==> config.mk <==
export PLATFORM = sky130hd
export DESIGN_NAME = nonpreemptive_priority_scheduler
export DESIGN_NICKNAME = d
export VERILOG_FILES = /design/src/design/nps_pkg.sv /design/src/design/nps_ctrl.sv /design/src/design/nps_datapath.sv /design/src/design/nonpreemptive_priority_scheduler.sv
export SDC_FILE = /design/constraint.sdc
export NUM_CORES = 2
export LEC_CHECK = 0
export CAP_MARGIN = 5
export CORE_AREA = 2 2 362 364
export DETAILED_ROUTE_END_ITERATION = 16
export DIE_AREA = 0 0 364 366
export DONT_BUFFER_PORTS = 1
export PLACE_DENSITY = 0.62
export SYNTH_ARGS = -nofsm -noshare
export SYNTH_HDL_FRONTEND = slang
export SYNTH_HIERARCHICAL = 1
export SYNTH_SLANG_ARGS = --single-unit
==> constraint.sdc <==
create_clock -name clk -period 14.6 [get_ports clk]
set_input_delay 2.92 -clock clk [delete_from_list [all_inputs] [get_ports clk]]
set_output_delay 2.92 -clock clk [all_outputs]
set_load 0.005 [all_outputs]
==> src/design/nps_pkg.sv <==
`timescale 1ns / 1ps
// shared types and constants of the nonpreemptive priority scheduler
// no dependencies; used by nps_ctrl, nps_datapath and the top level

package nps_pkg;

    localparam int DEF_MAX_PROCS = 16;

    localparam int ARR_W     = 16;
    localparam int BURST_W   = 16;
    localparam int PRI_W     = 8;
    localparam int TICK_W    = 21;
    localparam int SUM_W     = 25;
    localparam int JOB_IDX_W = 4;

    typedef logic [ARR_W-1:0]     arr_t;
    typedef logic [BURST_W-1:0]   burst_t;
    typedef logic [PRI_W-1:0]     pri_t;
    typedef logic [TICK_W-1:0]    tick_t;
    typedef logic [SUM_W-1:0]     sum_t;
    typedef logic [JOB_IDX_W-1:0] job_idx_t;

    localparam tick_t TICK_MAX = '1;
    localparam sum_t  SUM_MAX  = '1;
    localparam arr_t  ARR_MAX  = '1;

    // commands from the controller to the datapath
    typedef struct packed {
        logic load;      // input transfer: store the job
        logic scan_init; // first read of a selection scan: clear best candidate
        logic scan_rd;   // scan read issued this cycle
        logic jump;      // nothing ready: move the clock to the earliest arrival
        logic exec;      // run the picked job: advance the clock
        logic sum1;      // record completion, accumulate waiting
        logic sum2;      // accumulate turnaround
        logic out_calc;  // report: turnaround from read data
        logic out_load;  // report: fill the output registers
        logic out_last;  // report of the highest index
        logic clear;     // batch done: clear counters, clock, sums, flags
    } nps_cmd_t;

endpackage

==> src/design/nps_ctrl.sv <==
`timescale 1ns / 1ps
// controller of the scheduler: state machine, scan/report index and done counter
// depends on nps_pkg for the command struct

module nps_ctrl #(
    parameter int MAX_PROCS = nps_pkg::DEF_MAX_PROCS,
    localparam int CW = $clog2(MAX_PROCS + 1),
    localparam int IW = (MAX_PROCS > 1) ? $clog2(MAX_PROCS) : 1
) (
    input  logic             clk,
    input  logic             rst_n,
    input  logic             in_valid,
    input  logic             last_job,
    input  logic             out_stall,
    input  logic [CW-1:0]    job_count,
    input  logic             found,
    output logic             in_stall,
    output logic             out_valid,
    output logic [IW-1:0]    rd_addr,
    output nps_pkg::nps_cmd_t cmd
);

    typedef enum logic [10:0] {
        ST_IDLE     = 11'b000_0000_0001,
        ST_SCAN     = 11'b000_0000_0010,
        ST_DRAIN    = 11'b000_0000_0100,
        ST_DECIDE   = 11'b000_0000_1000,
        ST_EXEC     = 11'b000_0001_0000,
        ST_SUM1     = 11'b000_0010_0000,
        ST_SUM2     = 11'b000_0100_0000,
        ST_OUT_RD   = 11'b000_1000_0000,
        ST_OUT_CALC = 11'b001_0000_0000,
        ST_OUT_LOAD = 11'b010_0000_0000,
        ST_OUT_SEND = 11'b100_0000_0000
    } state_t;

    state_t         state_reg, state_next;
    logic [IW-1:0]  idx_reg, idx_next;
    logic [CW-1:0]  done_reg, done_next;
    logic           idx_last;
    logic           in_xfer;

    assign in_stall  = (state_reg != ST_IDLE);
    assign out_valid = (state_reg == ST_OUT_SEND);
    assign in_xfer   = in_valid && !in_stall;
    assign rd_addr   = idx_reg;
    assign idx_last  = ((CW'(idx_reg) + CW'(1)) == job_count);

    always_comb
    begin
        state_next = state_reg;
        idx_next   = idx_reg;
        done_next  = done_reg;
        cmd        = '0;
        cmd.load     = in_xfer;
        cmd.out_last = idx_last;
        case (state_reg)
            ST_IDLE:
            begin
                if (in_xfer && last_job)
                begin
                    state_next = ST_SCAN;
                    idx_next   = '0;
                    done_next  = '0;
                end
            end
            ST_SCAN:
            begin
                cmd.scan_rd   = 1'b1;
                cmd.scan_init = (idx_reg == '0);
                if (idx_last)
                    state_next = ST_DRAIN;
                else
                    idx_next = idx_reg + IW'(1);
            end
            ST_DRAIN:
            begin
                state_next = ST_DECIDE;
            end
            ST_DECIDE:
            begin
                idx_next = '0;
                if (found)
                    state_next = ST_EXEC;
                else
                begin
                    cmd.jump   = 1'b1;
                    state_next = ST_SCAN;
                end
            end
            ST_EXEC:
            begin
                cmd.exec   = 1'b1;
                state_next = ST_SUM1;
            end
            ST_SUM1:
            begin
                cmd.sum1   = 1'b1;
                done_next  = done_reg + CW'(1);
                state_next = ST_SUM2;
            end
            ST_SUM2:
            begin
                cmd.sum2 = 1'b1;
                idx_next = '0;
                if (done_reg == job_count)
                    state_next = ST_OUT_RD;
                else
                    state_next = ST_SCAN;
            end
            ST_OUT_RD:
            begin
                state_next = ST_OUT_CALC;
            end
            ST_OUT_CALC:
            begin
                cmd.out_calc = 1'b1;
                state_next   = ST_OUT_LOAD;
            end
            ST_OUT_LOAD:
            begin
                cmd.out_load = 1'b1;
                state_next   = ST_OUT_SEND;
            end
            ST_OUT_SEND:
            begin
                if (!out_stall)
                begin
                    if (idx_last)
                    begin
                        cmd.clear  = 1'b1;
                        state_next = ST_IDLE;
                    end
                    else
                    begin
                        idx_next   = idx_reg + IW'(1);
                        state_next = ST_OUT_RD;
                    end
                end
            end
            default:
            begin
                state_next = ST_IDLE;
            end
        endcase
    end

    always_ff @(posedge clk or negedge rst_n)
    begin
        if (!rst_n)
        begin
            state_reg <= ST_IDLE;
            idx_reg   <= '0;
            done_reg  <= '0;
        end
        else
        begin
            state_reg <= state_next;
            idx_reg   <= idx_next;
            done_reg  <= done_next;
        end
    end

endmodule

==> src/design/nps_datapath.sv <==
`timescale 1ns / 1ps
// datapath of the scheduler: job memories, selection compare, clock, sums, report registers
// depends on nps_pkg for field types, limits and the command struct

module nps_datapath #(
    parameter int MAX_PROCS = nps_pkg::DEF_MAX_PROCS,
    localparam int CW = $clog2(MAX_PROCS + 1),
    localparam int IW = (MAX_PROCS > 1) ? $clog2(MAX_PROCS) : 1
) (
    input  logic                 clk,
    input  logic                 rst_n,
    input  nps_pkg::nps_cmd_t    cmd,
    input  logic [IW-1:0]        rd_addr,
    input  nps_pkg::arr_t        arrival_time,
    input  nps_pkg::burst_t      burst_length,
    input  nps_pkg::pri_t        job_priority,
    output logic [CW-1:0]        job_count,
    output logic                 found,
    output nps_pkg::job_idx_t    job_index,
    output nps_pkg::tick_t       completion_time,
    output nps_pkg::tick_t       waiting_time,
    output nps_pkg::tick_t       turnaround_time,
    output nps_pkg::sum_t        total_waiting,
    output nps_pkg::sum_t        total_turnaround,
    output logic                 last_result
);

    // job memories
    nps_pkg::arr_t   arr_mem  [MAX_PROCS];
    nps_pkg::burst_t bur_mem  [MAX_PROCS];
    nps_pkg::pri_t   pri_mem  [MAX_PROCS];
    nps_pkg::tick_t  comp_mem [MAX_PROCS];

    nps_pkg::arr_t   rd_arr_reg;
    nps_pkg::burst_t rd_bur_reg;
    nps_pkg::pri_t   rd_pri_reg;
    nps_pkg::tick_t  rd_comp_reg;

    logic [CW-1:0]        job_count_reg;
    logic [MAX_PROCS-1:0] fin_reg;
    nps_pkg::tick_t       tick_reg;
    nps_pkg::sum_t        wait_sum_reg;
    nps_pkg::sum_t        tat_sum_reg;
    logic                 cmp_en_reg;
    logic                 found_reg;

    logic [IW-1:0]   idx_d_reg;
    logic [IW-1:0]   best_idx_reg;
    nps_pkg::pri_t   best_pri_reg;
    nps_pkg::arr_t   best_arr_reg;
    nps_pkg::burst_t best_bur_reg;
    nps_pkg::arr_t   min_arr_reg;
    nps_pkg::tick_t  wait_val_reg;
    nps_pkg::tick_t  tat_val_reg;
    nps_pkg::tick_t  calc_tat_reg;

    nps_pkg::job_idx_t out_idx_reg;
    nps_pkg::tick_t    out_comp_reg;
    nps_pkg::tick_t    out_wait_reg;
    nps_pkg::tick_t    out_tat_reg;
    nps_pkg::sum_t     out_twait_reg;
    nps_pkg::sum_t     out_ttat_reg;
    logic              out_last_reg;

    logic                          room;
    logic                          eligible;
    logic                          better;
    logic                          take;
    logic [nps_pkg::TICK_W:0]      tick_sum;
    nps_pkg::tick_t                tick_sat;
    logic [nps_pkg::SUM_W:0]       wsum;
    logic [nps_pkg::SUM_W:0]       tsum;
    nps_pkg::tick_t                bur_ext;

    assign job_count = job_count_reg;
    assign found     = found_reg;
    assign room      = (job_count_reg < CW'(MAX_PROCS));

    // candidate test on the entry read last cycle
    assign eligible = !fin_reg[idx_d_reg] && (nps_pkg::tick_t'(rd_arr_reg) <= tick_reg);
    assign better   = !found_reg || (rd_pri_reg < best_pri_reg)
                      || ((rd_pri_reg == best_pri_reg) && (rd_arr_reg < best_arr_reg));
    assign take     = cmp_en_reg && eligible && better;

    // saturating clock advance and sums
    assign tick_sum = {1'b0, tick_reg} + (nps_pkg::TICK_W+1)'(best_bur_reg);
    assign tick_sat = tick_sum[nps_pkg::TICK_W] ? nps_pkg::TICK_MAX
                                                : tick_sum[nps_pkg::TICK_W-1:0];
    assign wsum     = {1'b0, wait_sum_reg} + (nps_pkg::SUM_W+1)'(wait_val_reg);
    assign tsum     = {1'b0, tat_sum_reg} + (nps_pkg::SUM_W+1)'(tat_val_reg);
    assign bur_ext  = nps_pkg::tick_t'(rd_bur_reg);

    always_ff @(posedge clk)
    begin
        if (cmd.load && room)
        begin
            arr_mem[job_count_reg[IW-1:0]] <= arrival_time;
            bur_mem[job_count_reg[IW-1:0]] <= burst_length;
            pri_mem[job_count_reg[IW-1:0]] <= job_priority;
        end
        if (cmd.sum1)
            comp_mem[best_idx_reg] <= tick_reg;
    end

    always_ff @(posedge clk)
    begin
        rd_arr_reg  <= arr_mem[rd_addr];
        rd_bur_reg  <= bur_mem[rd_addr];
        rd_pri_reg  <= pri_mem[rd_addr];
        rd_comp_reg <= comp_mem[rd_addr];
    end

    always_ff @(posedge clk or negedge rst_n)
    begin
        if (!rst_n)
        begin
            job_count_reg <= '0;
            fin_reg       <= '0;
            tick_reg      <= '0;
            wait_sum_reg  <= '0;
            tat_sum_reg   <= '0;
            cmp_en_reg    <= 1'b0;
            found_reg     <= 1'b0;
        end
        else
        begin
            cmp_en_reg <= cmd.scan_rd;
            if (cmd.scan_init)
                found_reg <= 1'b0;
            else if (take)
                found_reg <= 1'b1;
            if (cmd.clear)
            begin
                job_count_reg <= '0;
                fin_reg       <= '0;
                tick_reg      <= '0;
                wait_sum_reg  <= '0;
                tat_sum_reg   <= '0;
            end
            else
            begin
                if (cmd.load && room)
                begin
                    job_count_reg <= job_count_reg + CW'(1);
                    fin_reg[job_count_reg[IW-1:0]] <= 1'b0;
                end
                if (cmd.jump)
                    tick_reg <= nps_pkg::tick_t'(min_arr_reg);
                if (cmd.exec)
                    tick_reg <= tick_sat;
                if (cmd.sum1)
                begin
                    fin_reg[best_idx_reg] <= 1'b1;
                    wait_sum_reg <= wsum[nps_pkg::SUM_W] ? nps_pkg::SUM_MAX
                                                         : wsum[nps_pkg::SUM_W-1:0];
                end
                if (cmd.sum2)
                    tat_sum_reg <= tsum[nps_pkg::SUM_W] ? nps_pkg::SUM_MAX
                                                        : tsum[nps_pkg::SUM_W-1:0];
            end
        end
    end

    always_ff @(posedge clk)
    begin
        idx_d_reg <= rd_addr;
        if (cmd.scan_init)
            min_arr_reg <= nps_pkg::ARR_MAX;
        else if (cmp_en_reg && !fin_reg[idx_d_reg] && (rd_arr_reg < min_arr_reg))
            min_arr_reg <= rd_arr_reg;
        if (take)
        begin
            best_idx_reg <= idx_d_reg;
            best_pri_reg <= rd_pri_reg;
            best_arr_reg <= rd_arr_reg;
            best_bur_reg <= rd_bur_reg;
        end
        if (cmd.exec)
            wait_val_reg <= tick_reg - nps_pkg::tick_t'(best_arr_reg);
        if (cmd.sum1)
            tat_val_reg <= tick_reg - nps_pkg::tick_t'(best_arr_reg);
        if (cmd.out_calc)
            calc_tat_reg <= rd_comp_reg - nps_pkg::tick_t'(rd_arr_reg);
        if (cmd.out_load)
        begin
            out_idx_reg   <= nps_pkg::job_idx_t'(rd_addr);
            out_comp_reg  <= rd_comp_reg;
            out_tat_reg   <= calc_tat_reg;
            // saturated clock can leave less than the burst
            out_wait_reg  <= (bur_ext > calc_tat_reg) ? '0 : calc_tat_reg - bur_ext;
            out_twait_reg <= cmd.out_last ? wait_sum_reg : '0;
            out_ttat_reg  <= cmd.out_last ? tat_sum_reg : '0;
            out_last_reg  <= cmd.out_last;
        end
    end

    assign job_index        = out_idx_reg;
    assign completion_time  = out_comp_reg;
    assign waiting_time     = out_wait_reg;
    assign turnaround_time  = out_tat_reg;
    assign total_waiting    = out_twait_reg;
    assign total_turnaround = out_ttat_reg;
    assign last_result      = out_last_reg;

endmodule

==> src/design/nonpreemptive_priority_scheduler.sv <==
`timescale 1ns / 1ps
// Non-preemptive priority scheduler over a batch of up to MAX_PROCS jobs.
// Input channel (in_valid / in_stall): one job per transfer, one per cycle while
//   idle. Jobs beyond MAX_PROCS are dropped. A job with last_job set closes the
//   batch; in_stall then stays high until the last report has been taken.
// Scheduling: each decision is a scan over the n held jobs through the job
//   memory read port, then a drain and a decide state, followed by the exec,
//   sum1 and sum2 states to run the picked job. A decision that finds nothing
//   ready moves the clock to the earliest pending arrival and scans again.
// Output channel (out_valid / out_stall): one report per job in load order,
//   each read, calculated and loaded before it is shown. A stalled report
//   holds its payload. last_result marks the final report, which alone carries
//   the totals; its transfer clears the batch and the block is idle next cycle.
// Reset: asynchronous, active low; the block comes up idle with an empty batch.
//   Job memories are not cleared; only entries loaded in the current batch are read.
// Depends on nps_pkg, nps_ctrl and nps_datapath.

module nonpreemptive_priority_scheduler #(
    parameter int MAX_PROCS = nps_pkg::DEF_MAX_PROCS
) (
    input  logic                 clk,
    input  logic                 rst_n,
    input  logic                 in_valid,
    output logic                 in_stall,
    input  nps_pkg::arr_t        arrival_time,
    input  nps_pkg::burst_t      burst_length,
    input  nps_pkg::pri_t        job_priority,
    input  logic                 last_job,
    output logic                 out_valid,
    input  logic                 out_stall,
    output nps_pkg::job_idx_t    job_index,
    output nps_pkg::tick_t       completion_time,
    output nps_pkg::tick_t       waiting_time,
    output nps_pkg::tick_t       turnaround_time,
    output nps_pkg::sum_t        total_waiting,
    output nps_pkg::sum_t        total_turnaround,
    output logic                 last_result
);

    localparam int CW = $clog2(MAX_PROCS + 1);
    localparam int IW = (MAX_PROCS > 1) ? $clog2(MAX_PROCS) : 1;

    nps_pkg::nps_cmd_t cmd;
    logic [IW-1:0]     rd_addr;
    logic [CW-1:0]     job_count;
    logic              found;

    nps_ctrl #(
        .MAX_PROCS (MAX_PROCS)
    ) u_ctrl (
        .clk       (clk),
        .rst_n     (rst_n),
        .in_valid  (in_valid),
        .last_job  (last_job),
        .out_stall (out_stall),
        .job_count (job_count),
        .found     (found),
        .in_stall  (in_stall),
        .out_valid (out_valid),
        .rd_addr   (rd_addr),
        .cmd       (cmd)
    );

    nps_datapath #(
        .MAX_PROCS (MAX_PROCS)
    ) u_datapath (
        .clk              (clk),
        .rst_n            (rst_n),
        .cmd              (cmd),
        .rd_addr          (rd_addr),
        .arrival_time     (arrival_time),
        .burst_length     (burst_length),
        .job_priority     (job_priority),
        .job_count        (job_count),
        .found            (found),
        .job_index        (job_index),
        .completion_time  (completion_time),
        .waiting_time     (waiting_time),
        .turnaround_time  (turnaround_time),
        .total_waiting    (total_waiting),
        .total_turnaround (total_turnaround),
        .last_result      (last_result)
    );

    // no new job is taken while a report is shown
    assert property (@(posedge clk) disable iff (!rst_n) out_valid |-> in_stall)
        else $error("input taken while a report is pending");

    // job count never passes the store depth
    assert property (@(posedge clk) disable iff (!rst_n) job_count <= CW'(MAX_PROCS))
        else $error("job count beyond store depth");

    // a job is only run after the scan found a candidate
    assert property (@(posedge clk) disable iff (!rst_n) cmd.exec |-> found)
        else $error("job run without a candidate");

    // transfer of the final report returns the block to idle with an empty batch
    assert property (@(posedge clk) disable iff (!rst_n)
        (out_valid && !out_stall && last_result) |=> (!in_stall && job_count == '0))
        else $error("batch not cleared after final report");

endmodule

Word level (Yosys, flattened, before mapping)
Memory sizes are Yosys's and may differ from the RTL's. A register that Yosys moved wholly into a read port is not among the register bits.
Index checks and enable logic that the tools add are counted.
- memories kept: 4
- register bits: 359
- memory bits (writable): 976
- word-level logic and storage cells: 152
- input port bits: 45
- $lt $le $gt $ge: 11
- equal/unequal tests: 18
- add/sub/neg operators: 10
- reductions and logical operators: 28
- bitwise gates (word level): 3
- muxes and demuxes: 52
- memories (memory ; words ; bits a word ; rd ports ; clocked after Yosys merged registers in ; wr ports ; line ; RTL):
    u_datapath.comp_mem ; 16 ; 21 ; 1 ; 1 ; 1 ; nps_datapath.sv:32 ; nps_pkg::tick_t comp_mem [MAX_PROCS];
    u_datapath.arr_mem ; 16 ; 16 ; 1 ; 1 ; 1 ; nps_datapath.sv:29 ; nps_pkg::arr_t arr_mem [MAX_PROCS];
    u_datapath.bur_mem ; 16 ; 16 ; 1 ; 1 ; 1 ; nps_datapath.sv:30 ; nps_pkg::burst_t bur_mem [MAX_PROCS];
    u_datapath.pri_mem ; 16 ; 8 ; 1 ; 1 ; 1 ; nps_datapath.sv:31 ; nps_pkg::pri_t pri_mem [MAX_PROCS];
- operator list (cell ; number):
    $mux W25 ; 6
    $pmux W11 S11 ; 1
    $mux W21 ; 4
    $mux W16 ; 4
    $sub A21 B16 Y21 ; 3
    $add A25 B21 Y26 ; 2
    $mux W11 ; 3
    $lt A16 B16 Y1 ; 2
    $add A21 B16 Y22 ; 1
    $gt A16 B21 Y1 ; 1
    $le A16 B21 Y1 ; 1
    $mux W5 ; 4
    $mux W1 ; 19
    $and A16 B16 Y16 ; 1
    $mux W8 ; 2
    $not A16 Y16 ; 1
    $or A16 B16 Y16 ; 1
    $pmux W4 S4 ; 1
    $lt A4 B5 Y1 const B ; 3
    $mux W4 ; 3
    $eq A11 B1 Y1 const B ; 1
    $eq A11 B10 Y1 const B ; 1
    $eq A11 B11 Y1 const B ; 1
    $eq A11 B2 Y1 const B ; 1
    other kinds (32) ; 55

Logic depth before layout (Yosys ltp)
- depth in word-level cells: 11
- mapped depth: 13

Modules after synthesis
The synthesis kept the hierarchy.
- modules (own cells, without submodules) (module ; area each (um^2) ; cells each ; instances):
    nps_datapath ; 56274.0 ; 3121 ; 1
    nps_ctrl ; 1478.9 ; 160 ; 1

Worst setup path before layout
No wires, ideal clock.
- path type: input to register
- start point: input in_valid
- end point: register u_datapath.fin_reg[0]
- slack: 7684 ps
- arrival time: 6780 ps
- stages: 8
- buffers on the path: 2
- required time: 14464 ps
- cells stage by stage: and2_1 > buf_4 > nor2b_1 > clkbuf_1 > nand2_1 > nor3_1 > nand2b_1 > a21oi_1
- RTL lines (item ; line ; RTL):
    start: declaration ; nonpreemptive_priority_scheduler.sv:23 ; input logic in_valid,
    end signal: assignment ; nps_datapath.sv:118 ; fin_reg <= '0;
    end signal: assignment ; nps_datapath.sv:135 ; fin_reg <= '0;
    end signal: indexed assignment ; nps_datapath.sv:145 ; fin_reg[job_count_reg[IW-1:0]] <= 1'b0;
    end: declaration ; nps_datapath.sv:40 ; logic [MAX_PROCS-1:0] fin_reg;

Final worst setup path
- start point: register u_ctrl.state_reg[4]
- end point: output out_valid
- cells in the longest elaborated chain, start to end: 1
- ends and longest elaborated chain (item ; line ; RTL):
    start: declaration ; nps_ctrl.sv:37 ; state_t state_reg, state_next;
    start signal: assignment ; nps_ctrl.sv:158 ; state_reg <= state_next;
    $eq A11 B11 Y1 ; nps_ctrl.sv:44 ; assign out_valid = (state_reg == ST_OUT_SEND);
    end: declaration ; nonpreemptive_priority_scheduler.sv:29 ; output logic out_valid,
No other way between the ends.

==> results.md <==
| Group | Quantity | Reported |
| --- | --- | --- |
| floorplanning | Die H | 366 um |
| synth | Share of synthesized area occupied by flip-flops and latches | 70.2% |
| floorplanning | Number of rows in the core area | 132 |
| finish | # fillers | 10,400 |
| grt | Wire length of the first global-routing pass | 196 mm |
| floorplanning | Initial core utilization | 44.8% |
| routing | Number of DRC violations after detailed routing | 0 |
| routing | Via density | 5.68 |
| clock network | Clock buffer count from CTS | 146 |
| synth | Cell taking the most area after synthesis | edfxtp_1 |
| timing | Total count of hold-check failures in the final report | 0 |
| synth | Asr flop ratio synth | 8.17% |
| pwr | P_leak | 22.2 nW |
| routing | Pre-antenna DRT Iters | 5 |
| finish | Relative area change from synthesis to final layout | 12.2% |
| grt | GRT Overall Usage | 20.0% |
| worst setup path | Critical path start-end classification | reg -> out |
| routing | Per-cell routed wire length | 25.3 um |
| pwr | Worst ir drop on vdd | 0.000111 V |
| grt | Aggregate global routing overflow | 0 |
| hold path | Worst-case hold path end point | u_datapath/best_pri_reg[0]$_DFFE_PP_ |
| worst setup path | Worst Path Max Fanout | 8 |
| worst setup path | Arrival time reported for the critical path endpoint | 2230 ps |
| floorplanning | CORE AREA | 0.129 sq mm |
| worst setup path | Required time of the critical path | 11,680 ps |
| hold path | HP Start | u_datapath/rd_pri_reg[0]$_DFF_P_ |
| clock network | Buffer type at the clock tree root | clkbuf_16 |
| synth | Post-synth net total | 3,499 |
| timing | Final worst-path setup slack | 9450 ps |
| routing | Detail Route Antenna Nets | 0 |
| clock network | Total number of clock tree sinks | 1,396 |
| routing | DR vias | 29,700 |
| timing | Transition time at the pin with the least slew margin | 1180 ps |
| clock network | Clk buf depth | 3 |
| placed design | Number of port buffers | 0 |
| clock network | Reg clk slew, reported paths | 60 ps |
| timing | Ratio of final minimum period to clock period | 35.3% |
| grt | Vias in the first global route | 29,400 |
| clock network | Post-CTS Hold Fix Bufs | 0 |
| worst setup path | Origin of the critical flop-to-flop path | u_ctrl/rd_addr[0]$_DFFE_PN0P_ |
| placed design | DP Wirelength | 80.9 mm |
| synth | Avg Synthesized Cell Area | 17.6 sq um |
| hold path | Path class of the lowest-slack min-delay path | reg -> reg |
| floorplanning | Area enclosed by the die boundary | 0.133 sq mm |
| finish | Multi-input logic area | 0.0163 sq mm |
| timing | Setup Total Neg Slack | 0 ps |
| clock network | TritonCTS clock tree | yes |
| timing | Number of failing setup endpoints in the final timing report | 0 |
| timing | Minimum clock period | 5150 ps |
| worst setup path | Endpoint of the lowest-slack register-to-register path | u_datapath/tick_reg[16]$_DFFE_PN0P_ |
| routing | Count of routing violations after the opening detailed-route iteration | 2,864 |
| finish | Top register by number of flip-flops | u_datapath/comp_mem |
| finish | Area taken by flip-flops and latches | 0.0406 sq mm |
| synth | Yosys warns | 6 |
| floorplanning | Num ports | 165 |
| floorplanning | Floorplan die width | 364 um |
| synth | Primary FF master, synth | edfxtp_1 |
| outcome | Result of the run | completed |
| pwr | Total power per unit cell area | 165 mW/mm^2 |
| timing | Normalized max-slew margin | 20.9% |
| clock network | Cts repair resizes | 0 |
| timing | Highest achievable clock rate | 0.194 GHz |
| synth | Netlist area before placement | 0.0578 sq mm |
| timing | Max Clock Skew | 29.8 ps |
| routing | Overall routed net length | 132 mm |
| grt | Antenna violations before repair | 8 |
| finish | Max FFs per register | 336 |
| placed design | Worst slack after detailed placement | 9060 ps |
| worst setup path | Critical Path Sink Type | output port |
| clock network | Number of H-tree levels | 4 |
| finish | Nets | 3,580 |
| hold path | Number of instances on the worst hold path | 0 |
| synth | Post-synth cell types | 86 |
| clock network | Clock latency on the worst-skew pair | 770 ps |
| grt | Largest net degree at the start of global routing | 115 |
| synth | Mapped Cells | 3,281 |
| flow run | Max-capacitance violation count | 0 |
| worst setup path | Kind of start point of the critical path | flip-flop |
| clock network | Post-CTS setup-driven buffer insertion count | 0 |
| timing | Smallest hold slack | 437 ps |
| timing | Max-slew violations | 0 |
| synth | EDFF count, synth | 1,201 |
| placed design | Final RePlAce weighted congestion | 0.879 |
| finish | Share of cells above drive strength 1 | 18.4% |
| timing | RSZ-0062 raised after global routing | false |
| synth | Number of synthesized register bits | 1,396 |
| worst setup path | Logic depth of the worst register-to-register path | 10 |
| synth | Share of the synthesized area in the top cell type | 62.4% |
| synth | Cell types occupying the most area after synthesis | edfxtp_1, mux4_2, dfrtp_1, ha_1, dfxtp_1 |
| worst setup path | R2r setup slk | 10,270 ps |
## layout make-up
| cell class | instances | share of cell area [%] |
|---|---|---|
| Sequential cell | 1396 | 62.6 |
| Tap cell | 1742 | 3.36 |
| Clock buffer | 202 | 6.21 |
| Clock inverter | 69 | 1.16 |
| Antenna cell | 1 | 0.00386 |
| Multi-Input combinational cell | 1617 | 25.2 |
| Inverter | 147 | 0.853 |
| Timing Repair Buffer | 54 | 0.645 |
## worst max path at each step
stage	start	endpoint	cells past startpoint
after floorplan	in_valid	u_datapath/fin_reg[0]$_DFF_PN0_	8
after global placement	in_valid	u_datapath/fin_reg[2]$_DFF_PN0_	8
after detailed placement	in_valid	u_datapath/fin_reg[2]$_DFF_PN0_	8
after CTS	u_ctrl/state_reg[4]$_DFFE_PN0P_	out_valid	3
after global routing	u_ctrl/state_reg[10]$_DFFE_PN0P_	in_stall	3
final	u_ctrl/state_reg[4]$_DFFE_PN0P_	out_valid	3
## stage by stage
step	utilization [%]	instance area (sq um)	power, mW	instances
4_1_cts	50.2	64800	10.8	5227
2_1_floorplan	-	57800	6.43	3281
3_3_place_gp	46.5	60000	7.10	4956
5_1_grt	50.2	64800	11.2	5227
6_report	50.2	64800	10.7	5228
3_5_place_dp	46.5	60000	7.13	4956
## placed cells by master (no fill, tap or decap), drive strengths merged, types with 56 or more instances in the layout
cell type	count
edfxtp	1201
mux4	310
clkbuf	202
nor2	168
ha	167
inv	150
a21oi	117
dfrtp	113
o21ai	102
nand2	91
dfxtp	81
a211oi	60
and2	57
xor2	56
## cell families (layout without fill, tap and decap cells)
family / after synthesis / after routing / synth area share (%)
flops: 1396 / 1396 / 70.2
simple gates: 539 / 539 / 4.74
compound gates: 479 / 479 / 5.54
mux: 316 / 316 / 12.2
buf+inv: 268 / 472 / 1.82
fa+ha+maj: 173 / 173 / 3.83
xor+xnor: 110 / 110 / 1.67
other cells: 0 / 1 / 0
## routing by layer
| layer | share of wire, % | wire, um | track usage [%] | vias up |
|---|---|---|---|---|
| met5 | 0 | 0 | 0 | - |
| met4 | 2.1 | 2760 | 5.04 | 0 |
| li1 | - | - | - | 13200 |
| met1 | 43 | 56600 | 28.3 | 15300 |
| met2 | 49 | 64500 | 32.4 | 993 |
| met3 | 6.4 | 8440 | 3.32 | 187 |
## worst max-delay path, cell delays in order, from the launching register on
cell and delay, ps:
dfrtp_1 460, nor4_4 510, and2_1 210, and3_1 300
## cell usage after synthesis, types with 29 or more instances
master       n
edfxtp_1  1201
mux4_2     310
ha_1       167
nor2_1     167
inv_1      144
a21oi_1    117
dfrtp_1    113
o21ai_0     99
nand2_1     90
clkbuf_1    89
dfxtp_1     81
a211oi_1    60
and2_1      57
xor2_1      56
a21o_1      54
xnor2_1     54
nor3_1      43
nor2b_1     34
nand3_1     29
## report_power, final
group          total, mW  internal, mW  switching, mW
Clock               3.67          2.11           1.56
Sequential          5.07          4.72          0.346
Combinational       1.97         0.906           1.06
Total               10.7          7.74           2.97
(Power assumes the default switching activity.)
